===== src/sv/fsba_pkg.sv =====
`timescale 1ns / 1ps

package fsba_pkg;

  localparam int unsigned MAX_SLOTS_DEF = 64;

  localparam logic [32:0] MIN_SLOT_BYTES = 33'd256;
  localparam logic [31:0] POW2_LIMIT     = 32'h8000_0000;
  localparam logic [31:0] CAP_RESET      = 32'd256;
  localparam logic [6:0]  ACTIVE_RESET   = 7'd64;

  typedef enum logic {
    OP_ACQUIRE = 1'b0,
    OP_RELEASE = 1'b1
  } op_e;

  typedef enum logic [1:0] {
    ST_OK          = 2'd0,
    ST_TOO_LARGE   = 2'd1,
    ST_NO_FREE     = 2'd2,
    ST_BAD_RELEASE = 2'd3
  } status_e;

  typedef enum logic {
    CFG_REGION_CAPACITY = 1'b0,
    CFG_ACTIVE_SLOTS    = 1'b1
  } cfg_reg_e;

  typedef enum logic [1:0] {
    S_IDLE,
    S_SIZE,
    S_SCAN
  } state_e;

  typedef struct packed {
    op_e         op;
    logic        too_large;
    logic [31:0] idx;
  } scan_cmd_t;

  typedef struct packed {
    status_e     status;
    logic [5:0]  granted;
    logic [6:0]  free_cnt;
    logic        idle;
  } scan_res_t;

endpackage


===== src/sv/fsba_size_unit.sv =====
`timescale 1ns / 1ps

module fsba_size_unit (
  input  logic        clk_i,
  input  logic        rst_ni,
  input  logic        start_i,
  input  logic [31:0] cap_i,
  output logic        done_o,
  output logic [32:0] size_o
);

  logic        busy_q, busy_d;
  logic [32:0] size_q, size_d;
  logic        big;
  logic        below;
  logic [32:0] rounded;

  // Capacities above 2^31 are rounded to a multiple of 256 directly, without doubling.
  assign big     = cap_i > fsba_pkg::POW2_LIMIT;
  assign rounded = ({1'b0, cap_i} + (fsba_pkg::MIN_SLOT_BYTES - 33'd1)) &
                   ~(fsba_pkg::MIN_SLOT_BYTES - 33'd1);
  assign below   = size_q < {1'b0, cap_i};

  always_comb begin
    busy_d = busy_q;
    size_d = size_q;
    if (start_i) begin
      busy_d = 1'b1;
      size_d = big ? rounded : fsba_pkg::MIN_SLOT_BYTES;
    end else if (busy_q) begin
      if (below) begin
        size_d = {size_q[31:0], 1'b0};
      end else begin
        busy_d = 1'b0;
      end
    end
  end

  always_ff @(posedge clk_i or negedge rst_ni) begin
    if (!rst_ni) begin
      busy_q <= 1'b0;
    end else begin
      busy_q <= busy_d;
    end
  end

  always_ff @(posedge clk_i) begin
    size_q <= size_d;
  end

  assign done_o = busy_q && !below;
  assign size_o = size_q;

endmodule


===== src/sv/fsba_bitmap.sv =====
`timescale 1ns / 1ps

module fsba_bitmap #(
  parameter int unsigned MAX_SLOTS = fsba_pkg::MAX_SLOTS_DEF
) (
  input  logic                               clk_i,
  input  logic                               rst_ni,
  input  logic                               start_i,
  input  fsba_pkg::scan_cmd_t                cmd_i,
  input  logic [$clog2(MAX_SLOTS+1)-1:0]     n_i,
  input  logic                               commit_ok_i,
  output logic                               done_o,
  output fsba_pkg::scan_res_t                res_o
);

  localparam int unsigned CW = $clog2(MAX_SLOTS + 1);
  localparam int unsigned IW = (MAX_SLOTS > 1) ? $clog2(MAX_SLOTS) : 1;

  logic                 busy_q, busy_d;
  logic [CW-1:0]        i_q, i_d;
  logic [CW-1:0]        cnt_q, cnt_d;
  logic                 found_q, found_d;
  logic [IW-1:0]        first_q, first_d;
  logic                 hit_q, hit_d;
  fsba_pkg::scan_cmd_t  cmd_q, cmd_d;
  logic [MAX_SLOTS-1:0] slot_out_q, slot_out_d;

  logic          rd_bit;
  logic          step;
  logic          commit;
  logic [CW-1:0] free_after;
  logic [31:0]   free_wide;
  logic [31:0]   first_wide;

  assign rd_bit     = slot_out_q[i_q[IW-1:0]];
  assign step       = busy_q && (i_q != n_i);
  assign done_o     = busy_q && (i_q == n_i);
  assign commit     = done_o && commit_ok_i;
  assign free_wide  = 32'(free_after);
  assign first_wide = 32'(first_q);

  always_comb begin
    res_o          = '0;
    res_o.status   = fsba_pkg::ST_OK;
    free_after     = cnt_q;
    slot_out_d     = slot_out_q;
    if (cmd_q.op == fsba_pkg::OP_ACQUIRE) begin
      if (cmd_q.too_large) begin
        res_o.status = fsba_pkg::ST_TOO_LARGE;
      end else if (found_q) begin
        res_o.granted = first_wide[5:0];
        free_after    = cnt_q - CW'(1);
        slot_out_d[first_q] = 1'b1;
      end else begin
        res_o.status = fsba_pkg::ST_NO_FREE;
      end
    end else begin
      if (hit_q) begin
        free_after = cnt_q + CW'(1);
        slot_out_d[cmd_q.idx[IW-1:0]] = 1'b0;
      end else begin
        res_o.status = fsba_pkg::ST_BAD_RELEASE;
      end
    end
    res_o.free_cnt = free_wide[6:0];
    res_o.idle     = free_after == n_i;
  end

  always_comb begin
    busy_d  = busy_q;
    i_d     = i_q;
    cnt_d   = cnt_q;
    found_d = found_q;
    first_d = first_q;
    hit_d   = hit_q;
    cmd_d   = cmd_q;
    if (start_i) begin
      busy_d  = 1'b1;
      i_d     = '0;
      cnt_d   = '0;
      found_d = 1'b0;
      first_d = '0;
      hit_d   = 1'b0;
      cmd_d   = cmd_i;
    end else if (step) begin
      i_d = i_q + CW'(1);
      if (!rd_bit) begin
        cnt_d = cnt_q + CW'(1);
        if (!found_q) begin
          found_d = 1'b1;
          first_d = i_q[IW-1:0];
        end
      end
      if (rd_bit && (32'(i_q) == cmd_q.idx)) begin
        hit_d = 1'b1;
      end
    end else if (commit) begin
      busy_d = 1'b0;
    end
  end

  always_ff @(posedge clk_i or negedge rst_ni) begin
    if (!rst_ni) begin
      busy_q     <= 1'b0;
      slot_out_q <= '0;
    end else begin
      busy_q <= busy_d;
      if (commit) begin
        slot_out_q <= slot_out_d;
      end
    end
  end

  always_ff @(posedge clk_i) begin
    i_q     <= i_d;
    cnt_q   <= cnt_d;
    found_q <= found_d;
    first_q <= first_d;
    hit_q   <= hit_d;
    cmd_q   <= cmd_d;
  end

endmodule


===== src/sv/fixed_slot_bitmap_allocator.sv =====
`timescale 1ns / 1ps

// Slot allocator that hands out equal-size slots from a bitmap of MAX_SLOTS bits.
// Requests enter on a valid/ready channel (operation, request_capacity,
// release index); each request yields exactly one response on a valid/ready output
// channel (status, granted_slot, free_count, idle). The configuration port writes
// region_capacity (index 0) and active_slots (index 1); the user must do so only
// while no request is open, since the block itself does not enforce it. A request
// first derives the slot size by doubling from 256 in a shift and compare unit,
// 0 to 23 times (or not at all above 2^31), then scans the bitmap one slot per
// cycle over the n active slots. A new request is taken only once the previous
// one has loaded its response into the output register.
// The response sits in an output register, so the next request is accepted while
// it waits; if the receiver still stalls when that request finishes its scan,
// the scan holds its result and the bitmap is not updated until the register
// frees. Reset clears the bitmap (every slot free), sets region_capacity to 256
// and active_slots to 64.
module fixed_slot_bitmap_allocator #(
  parameter int unsigned MAX_SLOTS = fsba_pkg::MAX_SLOTS_DEF
) (
  input  logic        clk_i,
  input  logic        rst_ni,
  input  logic        cfg_we_i,
  input  logic        cfg_index_i,
  input  logic [31:0] cfg_wdata_i,
  input  logic        in_valid_i,
  output logic        in_ready_o,
  input  logic        operation_i,
  input  logic [63:0] request_capacity_i,
  input  logic [31:0] release_idx_i,
  output logic        out_valid_o,
  input  logic        out_ready_i,
  output logic [1:0]  status_o,
  output logic [5:0]  granted_slot_o,
  output logic [6:0]  free_count_o,
  output logic        idle_o
);

  localparam int unsigned CW = $clog2(MAX_SLOTS + 1);

  fsba_pkg::state_e    state_q, state_d;
  logic [31:0]         cap_q;
  logic [6:0]          active_q;
  fsba_pkg::op_e       op_q;
  logic [63:0]         req_q;
  logic [31:0]         idx_q;
  logic                out_valid_q, out_valid_d;
  fsba_pkg::scan_res_t res_q;

  logic                accept;
  logic                size_done;
  logic [32:0]         size_bytes;
  logic                scan_start;
  logic                scan_done;
  logic                commit_ok;
  logic                load;
  logic [CW-1:0]       n;
  fsba_pkg::scan_cmd_t scan_cmd;
  fsba_pkg::scan_res_t scan_res;

  assign accept = in_valid_i && in_ready_o;
  assign n = (32'(active_q) > 32'(MAX_SLOTS)) ? CW'(MAX_SLOTS) : CW'(active_q);

  always_ff @(posedge clk_i or negedge rst_ni) begin
    if (!rst_ni) begin
      cap_q    <= fsba_pkg::CAP_RESET;
      active_q <= fsba_pkg::ACTIVE_RESET;
    end else if (cfg_we_i) begin
      case (fsba_pkg::cfg_reg_e'(cfg_index_i))
        fsba_pkg::CFG_REGION_CAPACITY: cap_q    <= cfg_wdata_i;
        fsba_pkg::CFG_ACTIVE_SLOTS:    active_q <= cfg_wdata_i[6:0];
        default: ;
      endcase
    end
  end

  always_ff @(posedge clk_i) begin
    if (accept) begin
      op_q  <= fsba_pkg::op_e'(operation_i);
      req_q <= request_capacity_i;
      idx_q <= release_idx_i;
    end
  end

  fsba_size_unit u_size (
    .clk_i   (clk_i),
    .rst_ni  (rst_ni),
    .start_i (accept),
    .cap_i   (cap_q),
    .done_o  (size_done),
    .size_o  (size_bytes)
  );

  assign scan_cmd.op        = op_q;
  assign scan_cmd.too_large = req_q > {31'd0, size_bytes};
  assign scan_cmd.idx       = idx_q;

  fsba_bitmap #(
    .MAX_SLOTS (MAX_SLOTS)
  ) u_bitmap (
    .clk_i       (clk_i),
    .rst_ni      (rst_ni),
    .start_i     (scan_start),
    .cmd_i       (scan_cmd),
    .n_i         (n),
    .commit_ok_i (commit_ok),
    .done_o      (scan_done),
    .res_o       (scan_res)
  );

  always_comb begin
    state_d = state_q;
    case (state_q)
      fsba_pkg::S_IDLE: begin
        if (accept) state_d = fsba_pkg::S_SIZE;
      end
      fsba_pkg::S_SIZE: begin
        if (size_done) state_d = fsba_pkg::S_SCAN;
      end
      fsba_pkg::S_SCAN: begin
        if (scan_done && commit_ok) state_d = fsba_pkg::S_IDLE;
      end
      default: state_d = fsba_pkg::S_IDLE;
    endcase
  end

  always_comb begin
    in_ready_o = 1'b0;
    scan_start = 1'b0;
    load       = 1'b0;
    commit_ok  = 1'b0;
    case (state_q)
      fsba_pkg::S_IDLE: in_ready_o = 1'b1;
      fsba_pkg::S_SIZE: scan_start = size_done;
      fsba_pkg::S_SCAN: begin
        commit_ok = !out_valid_q || out_ready_i;
        load      = scan_done && commit_ok;
      end
      default: ;
    endcase
  end

  always_comb begin
    out_valid_d = out_valid_q;
    if (load) begin
      out_valid_d = 1'b1;
    end else if (out_ready_i) begin
      out_valid_d = 1'b0;
    end
  end

  always_ff @(posedge clk_i or negedge rst_ni) begin
    if (!rst_ni) begin
      state_q     <= fsba_pkg::S_IDLE;
      out_valid_q <= 1'b0;
    end else begin
      state_q     <= state_d;
      out_valid_q <= out_valid_d;
    end
  end

  always_ff @(posedge clk_i) begin
    if (load) begin
      res_q <= scan_res;
    end
  end

  assign out_valid_o    = out_valid_q;
  assign status_o       = res_q.status;
  assign granted_slot_o = res_q.granted;
  assign free_count_o   = res_q.free_cnt;
  assign idle_o         = res_q.idle;

  a_busy_after_accept: assert property (@(posedge clk_i) disable iff (!rst_ni)
    accept |=> !in_ready_o)
    else $error("Request accepted while the previous one is still open.");

  a_grant_only_ok: assert property (@(posedge clk_i) disable iff (!rst_ni)
    out_valid_o && (status_o != fsba_pkg::ST_OK) |-> granted_slot_o == 6'd0)
    else $error("Nonzero granted slot on a failed request.");

  a_no_free_count: assert property (@(posedge clk_i) disable iff (!rst_ni)
    out_valid_o && (status_o == fsba_pkg::ST_NO_FREE) |-> free_count_o == 7'd0)
    else $error("No free slot reported while the free count is nonzero.");

endmodule


===== config.mk =====
export PLATFORM = sky130hd
export DESIGN_NAME = fixed_slot_bitmap_allocator
export DESIGN_NICKNAME = d
export VERILOG_FILES = /design/src/sv/fsba_pkg.sv /design/src/sv/fsba_size_unit.sv /design/src/sv/fsba_bitmap.sv /design/src/sv/fixed_slot_bitmap_allocator.sv
export SDC_FILE = /design/constraint.sdc
export NUM_CORES = 1
export LEC_CHECK = 0
export BUFFER_PORTS_ARGS = -buffer_cell sky130_fd_sc_hd__clkbuf_2
export CAP_MARGIN = 10
export CORE_MARGIN = 4
export CORE_UTILIZATION = 40
export CTS_CLUSTER_DIAMETER = 80
export DETAILED_ROUTE_END_ITERATION = 10
export GPL_TIMING_DRIVEN = 1
export SYNTH_ARGS = -nofsm -noshare
export SYNTH_HDL_FRONTEND = slang
export SYNTH_SLANG_ARGS = --single-unit

===== constraint.sdc =====
create_clock -name clk_i -period 10.8 [get_ports clk_i]
set_clock_uncertainty 0.15 [all_clocks]
set_input_delay 2.16 -clock clk_i [delete_from_list [all_inputs] [get_ports clk_i]]
set_output_delay 2.16 -clock clk_i [all_outputs]
set_load 0.01 [all_outputs]

Yosys cells after proc, flatten, opt, wreduce, memory -nomap -nowiden. Index checks and enable logic that the tools add are counted.

Muxes and demuxes: 39. Equality and inequality tests: 12. Bitwise operators: 6. Add/sub/neg operators: 4. $lt $le $gt $ge: 9. Reduce and logical (&&, ||, !) cells: 28.

Operators by type and width (number): two-way mux 64 bit (4); two-way mux 33 bit (4); AND 64 bit (1); greater-than comparator 64 x 33 -> 1 bit (1); NOT 64 bit (1); OR 64 bit (1); two-way mux 7 bit (5); adder 32 x 8 -> 33 bit, second input constant (1); < comparator 33 x 32 -> 1 bit (1); == test 7 x 32 -> 1 bit (1); greater-than comparator 32 bit, second input constant (1); < comparator 6 x 7 -> 1 bit, second input constant (3); two-way mux 1 bit (15); adder 7 x 1 -> 7 bit, second input constant (2); == test 7 bit (2); two-way mux 2 bit (7); demux 1 bit (select 6 bit) (2); greater-or-equal comparator 6 x 1 -> 1 bit, second input constant (2); AND reduction 2 bit (6); nonzero test 2 bit (5); logical AND 1 bit (9); greater-than comparator 7 bit, second input constant (1); inequality test 7 bit (1); subtractor 7 x 1 -> 7 bit, second input constant (1); other kinds (13) (21).

Logic and storage cells: 121. Bits in registers: 310. Input bits: 135. Output and inout bits: 18.

Logic depth before layout (Yosys ltp).
Depth after elaboration: 8. Gate-level depth with buffers: 11. Gate-level depth less buffers: 9.

By module. From an unflattened synthesis, not the netlist that was laid out.

Cells, all modules: 1184. Area, all modules: 14473.9 um^2.

By module, submodules not included: fsba_bitmap (times used 1, cells each 585, seq. area each 3088.0 um^2, area each 6173.4 um^2); fixed_slot_bitmap_allocator (times used 1, cells each 345, seq. area each 4446.8 um^2, area each 5952.0 um^2); fsba_size_unit (times used 1, cells each 254, seq. area each 775.7 um^2, area each 2348.5 um^2).

Worst setup path after synthesis. Ideal clock, no wire load.

Path type: input -> register. Start point: input port in_valid_i. End point: register u_size.size_q[17] (netlist: u_size.size_o[17]), data pin. Buffers on the path: 1. Arrival: 5.332 ns. Cell stages on the path: 4. Setup slack: 4.921 ns. Library setup time: 0.397 ns. Data required time: 10.253 ns. Cell sequence: nand2_1 -> clkinv_1 -> clkbuf_1 -> o22ai_1.

Longest elaborated chain between the ends: 2.

RTL lines: start, declared (RTL line fixed_slot_bitmap_allocator.sv:26) `input logic in_valid_i,`; logical AND 1 bit (RTL line fixed_slot_bitmap_allocator.sv:61) `assign accept = in_valid_i && in_ready_o;`; via accept (RTL line fixed_slot_bitmap_allocator.sv:50) `logic accept;`; two-way mux 33 bit (RTL line fsba_size_unit.sv:27) `if (start_i) begin`; via u_size.size_d[17] (RTL line fsba_size_unit.sv:13) `logic [32:0] size_q, size_d;`; end signal, assigned (RTL line fsba_size_unit.sv:48) `size_q <= size_d;`; end, declared (RTL line fsba_size_unit.sv:13).

The timed path passes the listed nets, and every way through them passes these cells. A chain may end at the register's enable or synchronous reset.

Final worst setup path.
Start point: input port in_valid_i. End point: register u_size.size_q[10] (netlist: u_size.size_o[10]), data pin.

Longest elaborated chain between the ends: 2.

RTL lines (RTL line): logical AND 1 bit (fixed_slot_bitmap_allocator.sv:61); two-way mux 33 bit (fsba_size_unit.sv:27); via u_size.size_d[10] (fsba_size_unit.sv:13).

The timed path passes the listed nets, and every way through them passes these cells.

==> results.toml <==
[floorplanning]
start_util_pct = 40.9
chipWidth_um = 194
dieArea_um2 = 37700
rows = 67
pin_count = 153
core-area_um2 = 33900
fp.dieH_um = 194

[clocking]
clk_pin_slew_ns = 0.06
cts_buffer_depth = 3
clock_latency_ns = 0.53
cts_root_buf = "clkbuf_16"
cts-hold-fix-buffers = 0
htreeDepth = 2
postCtsSetupBuffers = 0
cts_inserted_buffers = 35
cts_tree = "yes"
ctsResizeCount = 0
clock_sinks = 302

[power]
power_switching_mw = 1.21
intPower_mw = 2.50
p_leak_nw = 6.56
total_power_mw = 3.71
clkPwrFrac_pct = 33.0
swShare_pct = 32.5
combPwrFrac_pct = 22.7
ir_drop_v = 0.000133
p_per_area_nw_per_um2 = 228
seq_power_share_pct = 44.3

[worst_setup_path]
end_kind = "flop"
slowest_stage = "buf_4"
critPathMaxStageDelay_ns = 0.88
crit_type = "in -> reg"
worstPathCellList = "clkbuf_2 > nand2_1 > inv_4 > buf_4 > o22ai_1"
cp-start-kind = "input pin"
cp_top_family = "buffers and inverters"
cp.arrival_ns = 4.14
path_max_fanout = 94
cp_num_buf_inv = 3
critical_path_required_ns = 10.88

[placed_design]
place.detailed.hpwl_mm = 24.2
pre_cts_ws_ns = 6.03
port_buffers = 152
gp_congestion = 0.866
dp.cells = 1717

[run_status]
outcome = "complete, no violations"

[synthesis]
synth_edf_count = 172
synthTopCellsByArea = "edfxtp_1 (37%), dfrtp_1 (19%), ha_1 (4.7%), a21oi_1 (3.8%), dfxtp_1 (3.2%)"
yosysMostFrequentCell = "edfxtp_1"
ys_warn_count = 0
ys_seq_elements = 302
synth_ff_type = "edfxtp_1"
synthTopCellsByCount = "edfxtp_1 (172), dfrtp_1 (106), a21oi_1 (105)"
synth_area_leader_cell = "edfxtp_1"
synth_cell_types = 75
syn_avg_cell_area_um2 = 11.9
syn_area_um2 = 13900
async_flop_share_pct = 35.8
synth-seq-area-share_pct = 60.0
synth_top_area_share_pct = 37.3
synthCells = 1161
syn-num-nets = 1348

[timing]
slew_violations = 0
finalCritPeriodShare_pct = 37.6
setup_ws_ns = 6.74
hold_violations = 0
fmax_ghz = 0.246
setup_viol = 0
period_minus_slack_ns = 4.06
max_slew.worst_pin.slew_ns = 1.21
setup_tns_ns = 0
grt_setup_unrepaired = "false"
relSlewSlack_pct = 19.3

[routing]
wl_per_cell_um = 19.1
via_per_inst = 5.46
remaining_drc_errors = 0
first_pass_iters = 5
drt_iter0_markers = 735
drt-total-wl_mm = 34.0
num_vias = 9727
detail-route-antenna-nets = 0

[run]
cap_violations = 0

[cells_and_area]
antennaDiodeCount = 0
drive_gt1_share_pct = 20.8
fin_cells = 1783
syn2layout_area_growth_pct = 17.3
nFillCells = 3081
fin_nets = 1495

[global_route]
grt_pass1_wl_mm = 54.0
grt_use_total_pct = 17.7
grt_max_degree = 95
grt_pass1_vias = 9703
grt_overflow = 0
grt_antenna_before_repair = 2

[hold_path]
worstHoldPathType = "reg -> reg"
==> sequential cells by signal, indices dropped and copies added (netlist names), 2 cells and up <==
register / cells
u_bitmap.cmd_q: 34
state_q: 2
status_o: 2
granted_slot_o: 6
req_q: 64
u_bitmap.first_q: 6
free_count_o: 7
cap_q: 32
u_size.size_o: 25
u_bitmap.cnt_q: 7
u_bitmap.slot_out_q: 64
u_bitmap.i_q: 7
active_q: 7
idx_q: 32
==> final timing paths <==
check | startpoint | to | slack, ns | cells after the start
worst min register to register | idx_q[25] | u_bitmap.cmd_q[25] | 0.26 | 0
worst max-delay path | in_valid_i | u_size.size_o[10] | 6.74 | 5
min in group asynchronous | rst_ni | u_bitmap.slot_out_q[9] | 1.55 | 1
worst max register to register | cap_q[26] | u_size.size_o[13] | 7.26 | 9
worst min-delay path | idx_q[25] | u_bitmap.cmd_q[25] | 0.26 | 0
max in group asynchronous | rst_ni | cap_q[24] | 7.73 | 2
==> final cells by class <==
| class | count | area [um2] | area share (%) |
|---|---|---|---|
| flip-flops and latches | 302 | 8310 | 51.1 |
| multi-input cells | 742 | 5090 | 31.3 |
| clock buffers | 38 | 908 | 5.59 |
| repair buffers | 164 | 848 | 5.22 |
| well taps | 448 | 561 | 3.45 |
| clock inverters | 26 | 299 | 1.84 |
| inverters | 63 | 239 | 1.47 |
==> cells by family (layout without fill, tap and decap cells) <==
group	count (synthesis)	count (layout)	share of synthesized area, %
compound gates	256	256	10.9
xor+xnor	47	47	2.97
fa+ha+maj	52	52	4.69
buf+inv	117	291	3.48
flops	302	302	60.0
mux	45	45	4.47
simple gates	342	342	13.5
==> routing by layer <==
metal  part of all wire [%]  global-route usage [%]  wire (um)  up-vias
met3                    8.3                    4.76       2810       78
met4                    3.0                    5.83       1000        4
met2                     44                    26.2      15000      356
met5                  0.068                       0         23        -
met1                     45                    25.3      15200     4697
li1                       -                       -          -     4592
==> placed cells by master (no fill, tap or decap), drive strengths merged, types with 30 or more instances in the layout <==
cell type / instances
clkbuf: 189
edfxtp: 172
dfrtp: 106
a21oi: 106
nand2: 92
inv: 69
o21ai: 65
nor2: 64
ha: 52
xnor2: 39
nor4: 30
==> through the flow <==
stage | hold WS, ns | util (%) | instance area, um2
floorplan | 0.250 | - | 13900
global placement | 0.251 | 44.4 | 15000
detailed placement | 0.255 | 44.4 | 15000
CTS | 0.267 | 48.0 | 16200
global route | 0.273 | 48.0 | 16300
finish | 0.263 | 48.0 | 16300
==> worst reg2reg max path: stages, from the launching register on <==
cell and delay (ns):
dfrtp_1 0.39, inv_1 0.13, ha_1 0.27, a21o_1 0.17, a21o_1 0.17, a21oi_1 0.25, o221ai_1 0.23, a41oi_1 0.46
nand2_1 0.14, nand2_1 0.80
==> power by group through the flow <==
stage	sequential (mW)	clock, mW	combinational [mW]
detailed placement	1.66	0	0.837
finish	1.64	1.23	0.841
CTS	1.64	1.25	0.843
global placement	1.66	0	0.818
floorplan	1.57	0	0.665
global route	1.67	1.31	0.940
Power figures use the tool's default switching activity.
